--- config.mk ---
export PLATFORM = sky130hd
export DESIGN_NAME = rffa_sqrt
export DESIGN_NICKNAME = d
export VERILOG_FILES = /design/src/hdl/rffa_pkg.sv /design/src/hdl/rffa_sqrt.sv
export SDC_FILE = /design/constraint.sdc
export NUM_CORES = 1
export LEC_CHECK = 0
export BUFFER_PORTS_ARGS = -buffer_cell sky130_fd_sc_hd__buf_4
export CORE_MARGIN = 2
export CORE_UTILIZATION = 40
export CTS_BUF_LIST = sky130_fd_sc_hd__clkbuf_4
export DETAILED_ROUTE_END_ITERATION = 10
export GPL_TIMING_DRIVEN = 0
export MAX_ROUTING_LAYER = met4
export SYNTH_ARGS = -nofsm -noshare
export SYNTH_HDL_FRONTEND = slang
export SYNTH_SLANG_ARGS = --single-unit
--- constraint.sdc ---
create_clock -name clk_i -period 11.6 [get_ports clk_i]
set_clock_uncertainty 0.15 [all_clocks]
set_input_delay 1.74 -clock clk_i [delete_from_list [all_inputs] [get_ports clk_i]]
set_output_delay 1.74 -clock clk_i [all_outputs]
set_load 0.05 [all_outputs]
--- src/hdl/rffa_pkg.sv ---
// Shared types and constants of the repulsive force field accumulator.
package rffa_pkg;

  // Internal widths, sized for the widest supported coordinate (48 bits).
  localparam int DELTA_W   = 49;
  localparam int MAG_W     = 49;
  localparam int NET_W     = 49;
  localparam int ACC_W     = 48;
  localparam int PMAG_W    = 31;
  localparam int CFG_W     = 31;
  localparam int RAD_W     = 64;
  localparam int ROOT_W    = 32;
  localparam int QUO_W     = 33;
  localparam int CFG_IDX_W = 3;
  localparam int CFG_DAT_W = 32;

  // Register indexes of the configuration port.
  localparam logic [CFG_IDX_W-1:0] REG_SAFE  = 3'd0;
  localparam logic [CFG_IDX_W-1:0] REG_SHELL = 3'd1;
  localparam logic [CFG_IDX_W-1:0] REG_GAIN  = 3'd2;
  localparam logic [CFG_IDX_W-1:0] REG_LIMIT = 3'd3;
  localparam logic [CFG_IDX_W-1:0] REG_MODE  = 3'd4;

  // Squared distance of 0.001 m in Q32.32.
  localparam logic [RAD_W-1:0] EPS_SQ = 64'd4295;

  typedef struct packed {
    logic [CFG_W-1:0] safe_radius;
    logic [CFG_W-1:0] shell_radius;
    logic [CFG_W-1:0] gain;
    logic [CFG_W-1:0] force_limit;
    logic             mode;
  } cfg_t;

  // One classified point as it travels from the front to the back.
  typedef struct packed {
    logic                    near;
    logic                    last;
    logic [2:0][PMAG_W-1:0]  pmag;
    logic [2:0]              psign;
    logic [2:0][DELTA_W-1:0] gdelta;
  } entry_t;

  typedef struct packed {
    logic             start;
    logic [RAD_W-1:0] radicand;
  } sqrt_req_t;

  typedef struct packed {
    logic              done;
    logic [ROOT_W-1:0] root;
  } sqrt_rsp_t;

  typedef struct packed {
    logic              start;
    logic [RAD_W-1:0]  dividend;
    logic [ROOT_W-1:0] divisor;
  } div_req_t;

  typedef struct packed {
    logic             done;
    logic [QUO_W-1:0] quotient;
  } div_rsp_t;

endpackage

--- src/hdl/rffa_sqrt.sv ---
// Iterative integer square root, one result bit per cycle.
module rffa_sqrt import rffa_pkg::*; (
  input  logic      clk_i,
  input  logic      rst_ni,
  input  sqrt_req_t req_i,
  output sqrt_rsp_t rsp_o
);

  logic             run_q;
  logic             done_q;
  logic [4:0]       cnt_q;
  logic [RAD_W-1:0] n_q;
  logic [RAD_W-1:0] r_q;
  logic [RAD_W-1:0] b_q;
  logic [RAD_W-1:0] rb;
  logic             fits;

  assign rb   = r_q + b_q;
  assign fits = (n_q >= rb);

  // Control: 32 iterations after each start.
  always_ff @(posedge clk_i or negedge rst_ni) begin
    if (!rst_ni) begin
      run_q  <= 1'b0;
      done_q <= 1'b0;
      cnt_q  <= '0;
    end else begin
      done_q <= 1'b0;
      if (req_i.start) begin
        run_q <= 1'b1;
        cnt_q <= '0;
      end else if (run_q) begin
        cnt_q <= cnt_q + 5'd1;
        if (cnt_q == 5'd31) begin
          run_q  <= 1'b0;
          done_q <= 1'b1;
        end
      end
    end
  end

  // Datapath: restoring digit-by-digit root.
  always_ff @(posedge clk_i) begin
    if (req_i.start) begin
      n_q <= req_i.radicand;
      r_q <= '0;
      b_q <= {2'b01, {(RAD_W-2){1'b0}}};
    end else if (run_q) begin
      if (fits) begin
        n_q <= n_q - rb;
        r_q <= (r_q >> 1) + b_q;
      end else begin
        r_q <= r_q >> 1;
      end
      b_q <= b_q >> 2;
    end
  end

  assign rsp_o.done = done_q;
  assign rsp_o.root = r_q[ROOT_W-1:0];

endmodule

==> results of run 1 <==
[stage by stage]
stage | TNS (ns) | instances | hold slack, ns
after floorplan | 0 | 2073 | 0.328
after global placement | -264.16 | 2696 | 0.357
after detailed placement | 0 | 2698 | 0.368
after CTS | 0 | 2730 | 0.386
after global routing | 0 | 2735 | 0.416
final | 0 | 2735 | 0.389
[metal layers]
metal,up-vias,share of wire,track usage
met5,-,0,-
met2,744,0.44,0.450
met3,108,0.071,0.0581
met4,0,0.031,0.0966
li1,7951,-,-
met1,8135,0.46,0.412
[kinds of logic (layout without fill, tap and decap cells)]
family / count (synthesis) / after routing / share of synthesized area
other: 0 / 5 / 0
adders and majority gates: 133 / 133 / 0.103
and+or+nand+nor: 666 / 666 / 0.192
buffers and inverters: 210 / 342 / 0.0597
AOI/OAI and AO/OA: 698 / 698 / 0.284
muxes: 58 / 58 / 0.0364
DFF: 167 / 167 / 0.248
xor gates and xnor gates: 141 / 141 / 0.0763
[worst max-delay path, stage by stage, from the launching register on]
cell       delay (ns)
dfxtp_1          0.40
ha_1             0.38
a31oi_1          0.19
a2111oi_0        0.86
o21ai_0          0.40
nand3_1          0.27
a41oi_1          0.32
nor3_1           0.66
nor3_1           0.17
o31ai_1          0.29
xnor2_1          0.24
ha_1             0.29
clkbuf_1         0.19
a21o_1           0.21
o21bai_1         0.16
a21oi_1          0.28
nor2_1           0.06
o21ai_0          0.38
nand3_1          0.19
clkbuf_1         0.33
nor2_2           0.63
buf_2            0.43
buf_2            0.36
o21ai_4          0.24
buf_12           0.32
[final timing paths]
path,startpoint,endpoint,slack (ns)
min reg2reg,r_q[0],r_q[0],0.39
max reg2reg,r_q[2],n_q[33],2.87
min,r_q[0],r_q[0],0.39
max,r_q[2],n_q[33],2.87
min in group asynchronous,rst_ni,cnt_q[1],0.59
max in group asynchronous,rst_ni,cnt_q[2],10.60
[power by group through the flow]
stage	Sequential (mW)	Combinational (mW)	Clock (mW)
3_5_place_dp	0.982	2.74	0
2_1_floorplan	0.939	2.02	0
5_1_grt	0.986	3.08	0.488
6_report	0.970	2.82	0.462
4_1_cts	0.969	2.76	0.465
3_3_place_gp	1.01	2.71	0
[registers in the layout (all words and copies together) (netlist names)]
name	cells
r_q	64
b_q	32
cnt_q	5
run_q	1
n_q	64
done_q	1
[Yosys cell counts, drive strengths merged (6+ instances only)]
library cell / n / area, µm²
xnor2: 72 / 631
a41oi: 8 / 70.1
nand2: 230 / 880
nand2b: 7 / 43.8
o2111ai: 6 / 52.6
nand3: 53 / 265
o21a: 15 / 113
a221o: 6 / 60.1
nor2: 178 / 671
buf: 55 / 383
and3: 20 / 130
o31a: 7 / 61.3
nor4: 12 / 75.1
o211ai: 13 / 111
nand4: 52 / 325
edfxtp: 64 / 1920
nor2b: 11 / 68.8
nand3b: 6 / 45.0
a21o: 49 / 368
dfrtp: 7 / 175
o31ai: 25 / 193
o21ai: 203 / 1020
a211oi: 45 / 348
dfxtp: 96 / 1920
inv: 54 / 203
a311oi: 19 / 166
clkbuf: 100 / 377
a31oi: 60 / 382
ha: 132 / 1650
a221oi: 20 / 194
mux2i: 51 / 510
xor2: 69 / 604
a21oi: 124 / 624
a21boi: 12 / 90.1
and2: 16 / 100
a31o: 15 / 131
mux2: 7 / 78.8
nor3: 37 / 185
or3: 17 / 106
o21bai: 28 / 210
[layout make-up]
| cell class | instances | area, µm² | area share |
|---|---|---|---|
| clock buffers | 20 | 150 | 0.00835 |
| repair buffers | 100 | 776 | 0.0431 |
| plain buffers | 155 | 759 | 0.0422 |
| diodes | 5 | 12.5 | 0.000696 |
| well taps | 525 | 657 | 0.0365 |
| multi-input cells | 1696 | 11200 | 0.623 |
| flip-flops and latches | 167 | 4020 | 0.223 |
| clock inverters | 12 | 199 | 0.0111 |
| inverters | 55 | 206 | 0.0115 |
==> impl_results.md, run 1 <==
* Share of power burned in combinational logic at 0.663
* WP data arrival at 9.10 ns
* Fin crit share at 0.752
* Post-detail-place hpwl at 47100 µm
* Max VDD drop at 0.123 mV
* Avg Synthesized Cell Area at 7.81 µm²
* Crit path launch type: register
* Pwr Density at 236 nW/µm²
* Final setup fails at 0
* Fin area at 18000 µm²
* Postcts setup bufs at 0
* Nature of the critical path endpoint: register
* Final Worst Setup Slack at 2.87 ns
* Die area at 42100 µm²
* Routed Antenna Nets at 0
* R2R depth at 24
* Synth cell types at 90
* Syn Std Cell Area at 16200 µm²
* DR iter-0 viols at 1614
* Post-cts sizing count at 0
* Clock share of power at 0.109
* IO buf count at 98
* Sw Ratio at 0.518
* Routed vias/inst at 6.19
* Commonest non-fill, non-tap cell in the layout: nand2_1
* Seq/Total Area, Yosys at 0.248
* Yosys warns at 0
* Clock transition at path regs at 0.14 ns
* CORE AREA at 39800 µm²
* Initial antenna violation count at 3
* I/O pins at 100
* CTS tree: yes
* Final core occ at 0.452
* Clock Path Buffers at 2
* Primary FF master, synth: dfxtp_1
* Crit Path Class: register to register
* HP Class: register to register
* CTS Buf Count at 17
* Rel. slew slack at 0.0549
* Final worst path period need at 8.73 ns
* H-tree level count at 4
* Pre-CTS setup slack at 3.15 ns
* Clk sinks at 167
* Int Power at 2.05 mW
* Sw power at 2.20 mW
* FF+latch count, synth at 167
* Initial Utilization at 0.406
* Drt drc at 0
* Die Y at 205 µm
* Syn Nets at 2273
* Largest net degree at the start of global routing at 28
* Commonest non-fill, non-tap cells in the layout: nand2_1 (229), o21ai_0 (196), nor2_1 (177)
* CP max FO at 27
* Vias in the first global route at 15800
* Worst hold path cell count at 2
* Detailed-route wire length per cell at 22.4 µm
* Share of post-route cells with drive strength above 1 at 0.104
* Seq pwr share at 0.228
* Fillers at 4130
* Nets@finish at 2392
* First-pass GRT wire length at 94000 µm
* GRT Overall Usage at 0.302
* Gpl congestion at 0.958
* Aggregate global routing overflow at 0
* Max Slew Vio Count at 0
* Least-Margin Pin Slew at 1.42 ns
* Area growth, synth to finish at 11.2%
* DR vias at 16900
* Leakage Power at 7.15 nW
* Hold Vio Cnt, Final at 0
* Clock latency on the worst-skew pair at 0.80 ns
* DP Area at 17600 µm²
* DRT Wirelength at 61400 µm
* Gate Count Post-Synth at 2073
* Max-cap viol count at 0
* Row cnt at 73
* CTS root buffer: clkbuf_4
* Max Fclk at 115 MHz
* CP Data Required Time at 11.98 ns
* EDFF count, synth at 64
* Pwr Total at 4.25 mW
* Unrepaired setup endpoints after global routing: no
* Synth async-reset ratio at 0.0419
* Die span in x at 205 µm
* Status: completed
* DRT Pass-1 Iters at 6
* Hold-fix buffers, CTS at 0
(Power assumes the default switching activity.)
==> run 2, diff against run 1 <==
==> constraint.sdc (replaced) <==
create_clock -name clk_i -period 7.64 [get_ports clk_i]
set_clock_uncertainty 0.15 [all_clocks]
set_input_delay 1.146 -clock clk_i [delete_from_list [all_inputs] [get_ports clk_i]]
set_output_delay 1.146 -clock clk_i [all_outputs]
set_load 0.05 [all_outputs]
==> impl_results.md, run 2 (synthesis results as in run 1) <==
* Worst path slowest cell: nor4_1 (was a2111oi_0)
* Least-Margin Pin Slew at 1.35 ns (was 1.42 ns)
* FF-to-FF Start: r_q[8] (was r_q[2])
* Aggregate global routing overflow at 0 (unchanged)
* HP Class: register to register (unchanged)
* Area growth, synth to finish at 11.1% (was 11.2%)
* Routed vias/inst at 6.12 (was 6.19)
* Final setup fails at 0 (unchanged)
* Die Y at 205 µm (unchanged)
* Pwr Total at 6.34 mW (was 4.25 mW)
* Largest net degree at the start of global routing at 28 (unchanged)
* Gpl congestion at 0.969 (was 0.958)
* Pwr Density at 353 nW/µm² (was 236 nW/µm²)
* Pre-CTS setup slack at -0.909 ns (was 3.15 ns)
* Clk sinks at 167 (unchanged)
* Crit Path Class: register to register (unchanged)
* Status: completed (unchanged)
* Max incr delay on CP at 0.94 ns (was 0.86 ns)
* CP startpoint: r_q[8] (was r_q[2])
* Crit path launch type: register (unchanged)
* Setup TNS at 0 ns (unchanged)
* DR vias at 16700 (was 16900)
* Clock Path Buffers at 2 (unchanged)
* Max-cap viol count at 0 (unchanged)
* Initial Utilization at 0.406 (unchanged)
* First-pass GRT wire length at 93300 µm (was 94000 µm)
* Final Worst Setup Slack at 0.275 ns (was 2.87 ns)
* Max Slew Vio Count at 0 (unchanged)
* Commonest non-fill, non-tap cell in the layout: nand2_1 (unchanged)
* DR iter-0 viols at 1648 (was 1614)
* Routed Antenna Nets at 0 (unchanged)
* Dpl cells at 2698 (unchanged)
* Max VDD drop at 0.198 mV (was 0.123 mV)
* Initial antenna violation count at 2 (was 3)
* DRT Wirelength at 61400 µm (about the same)
* Largest regs: n_q x64, r_q x64, b_q x32 (unchanged)
* CTS Buf Count at 17 (unchanged)
* Nature of the critical path endpoint: register (unchanged)
* Die area at 42100 µm² (unchanged)
* Row cnt at 73 (unchanged)
* IO buf count at 98 (unchanged)
* DRT Pass-1 Iters at 8 (was 6)
* I/O pins at 100 (unchanged)
* CP bufs+invs at 5 (unchanged)
* GRT Overall Usage at 0.302 (about the same)
* Share of post-route cells with drive strength above 1 at 0.109 (was 0.104)
* Worst hold start: r_q[0] (unchanged)
* Clock transition at path regs at 0.16 ns (was 0.14 ns)
* Final worst path period need at 7.36 ns (was 8.73 ns)
* Max Fclk at 136 MHz (was 115 MHz)
* CORE AREA at 39800 µm² (unchanged)
* Detailed-route wire length per cell at 22.4 µm (about the same)
* CP Data Required Time at 7.94 ns (was 11.98 ns)
* Post-detail-place hpwl at 47200 µm (was 47100 µm)
* Drt drc at 0 (unchanged)
* Cell Count, Final, Fillers Out at 2736 (was 2735)
* Cell breakdown of the critical path: ha_1 > nand4_1 > or4b_1 > a2111oi_2 > nor3_1 > nor2_1 > o21ai_0 > xor2_1 > ha_1 > clkbuf_1 > and2_1 > nand3_1 > nor4_1 > a211oi_1 > a221oi_2 > nor2_4 > buf_2 > clkbuf_4 > o21ai_4 > buf_4 > buf_12 (was ha_1 > a31oi_1 > a2111oi_0 > o21ai_0 > nand3_1 > a41oi_1 > nor3_1 > nor3_1 > o31ai_1 > xnor2_1 > ha_1 > clkbuf_1 > a21o_1 > o21bai_1 > a21oi_1 > nor2_1 > o21ai_0 > nand3_1 > clkbuf_1 > nor2_2 > buf_2 > buf_2 > o21ai_4 > buf_12)
* Crit path max-delay family: simple AND/OR/NAND/NOR gates (was compound AO/OA/AOI/OAI gates)
* Die span in x at 205 µm (unchanged)
* CTS tree: yes (unchanged)
* H-tree level count at 4 (unchanged)
* Commonest non-fill, non-tap cells in the layout: nand2_1 (229), o21ai_0 (194), nor2_1 (177) (was nand2_1 (229), o21ai_0 (196), nor2_1 (177))
* Leakage Power at 7.15 nW (about the same)
* Fillers at 4129 (was 4130)
* Nets@finish at 2398 (was 2392)
* Fin crit share at 0.964 (was 0.752)
* Vias in the first global route at 15800 (about the same)
* WP data arrival at 7.67 ns (was 9.10 ns)
* CTS root buffer: clkbuf_4 (unchanged)
* Critical Path Most Common Cell: ha_1
* Final core occ at 0.451 (was 0.452)
* Hold Vio Cnt, Final at 0 (unchanged)
* Rel. slew slack at 0.101 (was 0.0549)
* CP max FO at 27 (unchanged)
* Clock latency on the worst-skew pair at 0.77 ns (was 0.80 ns)
==> run 2: cell types whose count changed in the layout (fill, tap and decap cells not counted), sizes merged <==
cell	change
buf	+5
bufinv	-3
diode	-3
clkinv	+2
clkbuf	-1
dlygate4sd3	+1
==> run 2: final cells by class <==
cell class | count | area [µm²] | share of cell area
Multi-Input combinational cell | 1696 | 11200 | 0.626
Sequential cell | 167 | 4020 | 0.224
Timing Repair Buffer | 107 | 831 | 0.0462
Buffer | 154 | 761 | 0.0423
Tap cell | 525 | 657 | 0.0365
Inverter | 55 | 206 | 0.0115
Clock buffer | 19 | 143 | 0.00793
Clock inverter | 11 | 109 | 0.00606
Antenna cell | 2 | 5.00 | 0.000278
==> run 2: power by group <==
group | total (mW) | leakage [nW] | internal, mW | switching [mW]
clock network | 0.557 | 0.149 | 0.194 | 0.363
registers | 1.47 | 1.54 | 1.27 | 0.198
logic | 4.31 | 5.46 | 1.56 | 2.75
==> run 2: per-layer routing <==
metal,vias to the layer above,global-route usage,wire [µm]
met1,8018,0.402,28100
li1,7966,-,-
met4,0,0.112,2000
met2,641,0.455,26900
met3,112,0.0570,4430
met5,-,-,0
==> run 2: repair_timing <==
action                                  4_1_cts  5_1_grt
endpoints found under the setup margin       98       96
resized for setup                             5        9
pin swaps                                     2        0
hold buffers                                  1        0
setup buffers                                 6        0
endpoints found under the hold margin         7        0
==> run 2: final timing paths <==
kind                                 end  slack, ns  cells after the start
worst max-delay path             n_q[35]       0.28                     21
worst min-delay path              r_q[0]       0.38                      2
worst max register to register   n_q[35]       0.28                     21
worst min register to register    r_q[0]       0.38                      2
max in group asynchronous       cnt_q[3]       6.64                      2
min in group asynchronous       cnt_q[4]       0.54                      2
==> run 2: worst reg2reg max path, stage by stage (launching register included) <==
cell	delay (ns)
dfxtp_1	0.46
ha_1	0.41
nand4_1	0.10
or4b_1	0.56
a2111oi_2	0.54
nor3_1	0.21
nor2_1	0.12
o21ai_0	0.10
xor2_1	0.40
ha_1	0.18
clkbuf_1	0.29
and2_1	0.27
nand3_1	0.33
nor4_1	0.94
a211oi_1	0.27
a221oi_2	0.47
nor2_4	0.12
buf_2	0.26
clkbuf_4	0.28
o21ai_4	0.17
buf_4	0.20
buf_12	0.22
==> run 2: stage by stage <==
| step | hold slack (ns) | area [µm²] |
|---|---|---|
| global placement | 0.358 | 17600 |
| global route | 0.405 | 18000 |
| floorplan | 0.328 | 16200 |
| finish | 0.380 | 18000 |
| CTS | 0.382 | 18000 |
| detailed placement | 0.363 | 17600 |
==> run 3, diff against run 2 <==
--- a/config.mk
+++ b/config.mk
@@ -10,7 +10,6 @@
 export CORE_UTILIZATION = 40
 export CTS_BUF_LIST = sky130_fd_sc_hd__clkbuf_4
 export DETAILED_ROUTE_END_ITERATION = 10
-export GPL_TIMING_DRIVEN = 0
 export MAX_ROUTING_LAYER = met4
 export SYNTH_ARGS = -nofsm -noshare
 export SYNTH_HDL_FRONTEND = slang
==> constraint.sdc (replaced) <==
create_clock -name clk_i -period 7.4 [get_ports clk_i]
set_clock_uncertainty 0.15 [all_clocks]
set_input_delay 1.11 -clock clk_i [delete_from_list [all_inputs] [get_ports clk_i]]
set_output_delay 1.11 -clock clk_i [all_outputs]
set_load 0.05 [all_outputs]
==> impl_results.md, run 3 (synthesis results as in run 1) <==
* Status: completed (unchanged)
* Crit Path Class: register to register (unchanged)
* CP max FO at 6 (was 27)
* Clock share of power at 0.099 (was 0.088)
* IO buf count at 99 (was 98)
* Post-detail-place hpwl at 38800 µm (was 47200 µm)
* Drt drc at 0 (unchanged)
* CTS Buf Count at 17 (unchanged)
* Largest net degree at the start of global routing at 90 (was 28)
* FF-to-FF Start: r_q[2] (was r_q[8])
* Nets@finish at 2252 (was 2398)
* Postcts setup bufs at 0 (was 6)
* Clock latency on the worst-skew pair at 0.74 ns (was 0.77 ns)
* Vias in the first global route at 14900 (was 15800)
* Die Y at 205 µm (unchanged)
* CP startpoint: r_q[2] (was r_q[8])
* Final core occ at 0.434 (was 0.451)
* Rel. slew slack at 0.288 (was 0.101)
* Clock Path Buffers at 2 (unchanged)
* Int Power at 3.08 mW (was 3.03 mW)
* Pwr Density at 364 nW/µm² (was 353 nW/µm²)
* Gpl congestion at 0.953 (was 0.969)
* Nature of the critical path endpoint: register (unchanged)
* Area growth, synth to finish at 6.73% (was 11.1%)
* Row cnt at 73 (unchanged)
* Pre-CTS setup slack at 0.553 ns (was -0.909 ns)
* DRT Pass-1 Iters at 6 (was 8)
* Initial Utilization at 0.406 (unchanged)
* Sw power at 3.21 mW (was 3.31 mW)
* DRT Wirelength at 51200 µm (was 61400 µm)
* Largest regs: n_q x64, r_q x64, b_q x32 (unchanged)
* Max Slew Vio Count at 0 (unchanged)
* H-tree level count at 4 (unchanged)
* Final Worst Setup Slack at 0.428 ns (was 0.275 ns)
* Fin crit share at 0.942 (was 0.964)
* Final worst path period need at 6.97 ns (was 7.36 ns)
* Setup TNS at 0 ns (unchanged)
* Pwr Total at 6.29 mW (was 6.34 mW)
* Detailed-route wire length per cell at 19.7 µm (was 22.4 µm)
* Worst hold start: r_q[0] (unchanged)
* CORE AREA at 39800 µm² (unchanged)
* Initial antenna violation count at 2 (unchanged)
* Final setup fails at 0 (unchanged)
* HP Class: register to register (unchanged)
* Max Fclk at 143 MHz (was 136 MHz)
* I/O pins at 100 (unchanged)
* Aggregate global routing overflow at 0 (unchanged)
* Hold Vio Cnt, Final at 0 (unchanged)
* Die area at 42100 µm² (unchanged)
* Commonest non-fill, non-tap cell in the layout: nand2_1 (unchanged)
* Least-Margin Pin Slew at 1.05 ns (was 1.35 ns)
* Share of post-route cells with drive strength above 1 at 0.0930 (was 0.109)
* First-pass GRT wire length at 80700 µm (was 93300 µm)
* Routed Antenna Nets at 0 (unchanged)
* DR iter-0 viols at 1216 (was 1648)
* CP Data Required Time at 7.73 ns (was 7.94 ns)
* Share of power burned in combinational logic at 0.654 (was 0.680)
* Die span in x at 205 µm (unchanged)
* Sw Ratio at 0.511 (was 0.522)
* Crit path launch type: register (unchanged)
* DR vias at 15700 (was 16700)
* Commonest non-fill, non-tap cells in the layout: nand2_1 (229), o21ai_0 (196), nor2_1 (177) (was nand2_1 (229), o21ai_0 (194), nor2_1 (177))
* Seq pwr share at 0.247 (was 0.232)
* Clock transition at path regs at 0.16 ns (about the same)
* Fillers at 4112 (was 4129)
* Hold-fix buffers, CTS at 1 (unchanged)
* CTS root buffer: clkbuf_4 (unchanged)
* Max-cap viol count at 0 (unchanged)
* Routed vias/inst at 6.05 (was 6.12)
* WP data arrival at 7.30 ns (was 7.67 ns)
* CTS tree: yes (unchanged)
* Leakage Power at 6.80 nW (was 7.15 nW)
* Post-cts sizing count at 0 (was 5)
* Hold Slack at 0.377 ns (was 0.380 ns)
* Clk sinks at 167 (unchanged)
* Max VDD drop at 0.226 mV (was 0.198 mV)
* GRT Overall Usage at 0.252 (was 0.302)
* Unrepaired setup endpoints after global routing: no
-- run 3: changes by cell type in the layout (fill, tap and decap cells not counted), sizes merged --
cell	delta
clkinvlp	+1
clkbuf	-102
bufinv	+1
clkinv	-1
buf	-46
inv	+3
-- run 3: critical path, stage by stage, from the launching register on --
cell	delay, ns
dfxtp_1	0.40
ha_1	0.37
a31oi_1	0.18
a2111oi_0	0.79
nor2_1	0.22
o31ai_1	0.56
nor2b_1	0.26
a31oi_1	0.12
xor2_1	0.20
ha_1	0.25
a21oi_1	0.27
o22ai_1	0.12
o41ai_1	0.86
nand4_1	0.65
a211oi_1	0.50
o31ai_1	0.21
a41oi_1	0.34
xor2_1	0.16
o21ai_0	0.08
-- run 3: power by group through the flow --
stage | combinational (mW) | clock, mW | sequential (mW)
after floorplan | 3.16 | 0 | 1.45
after global placement | 4.01 | 0 | 1.57
after detailed placement | 4.03 | 0 | 1.57
after CTS | 4.06 | 0.651 | 1.55
after global routing | 4.52 | 0.679 | 1.58
final | 4.11 | 0.624 | 1.55
-- run 3: cell type report --
class | instances | area, µm² | area share
clock inverter | 15 | 174 | 0.0101
antenna | 2 | 5.00 | 0.000290
clock buffer | 17 | 128 | 0.00739
tap | 525 | 657 | 0.0380
inverter | 55 | 206 | 0.0120
sequential | 167 | 4020 | 0.233
multi-input combinational | 1696 | 11200 | 0.649
timing repair buffer | 115 | 870 | 0.0503
-- run 3: final timing paths --
check | cells past startpoint | slack [ns] | end
worst max register to register | 18 | 0.43 | n_q[57]
worst max-delay path | 18 | 0.43 | n_q[57]
worst min-delay path | 2 | 0.38 | r_q[0]
max in group asynchronous | 2 | 6.40 | run_q
min in group asynchronous | 2 | 0.57 | cnt_q[2]
worst min register to register | 2 | 0.38 | r_q[0]
-- run 3: metrics by stage --
step	instance area [µm²]	std cells
finish	17300	2592
global placement	17000	2557
global route	17300	2592
floorplan	16200	2073
CTS	17300	2590
detailed placement	17000	2557
-- run 3: layer usage --
| layer | up-vias | part of all wire | global-route usage |
|---|---|---|---|
| met5 | - | 0 | - |
| met2 | 517 | 0.45 | 0.385 |
| met1 | 7464 | 0.48 | 0.340 |
| met3 | 44 | 0.058 | 0.0455 |
| li1 | 7663 | - | - |
| met4 | 0 | 0.014 | 0.0725 |
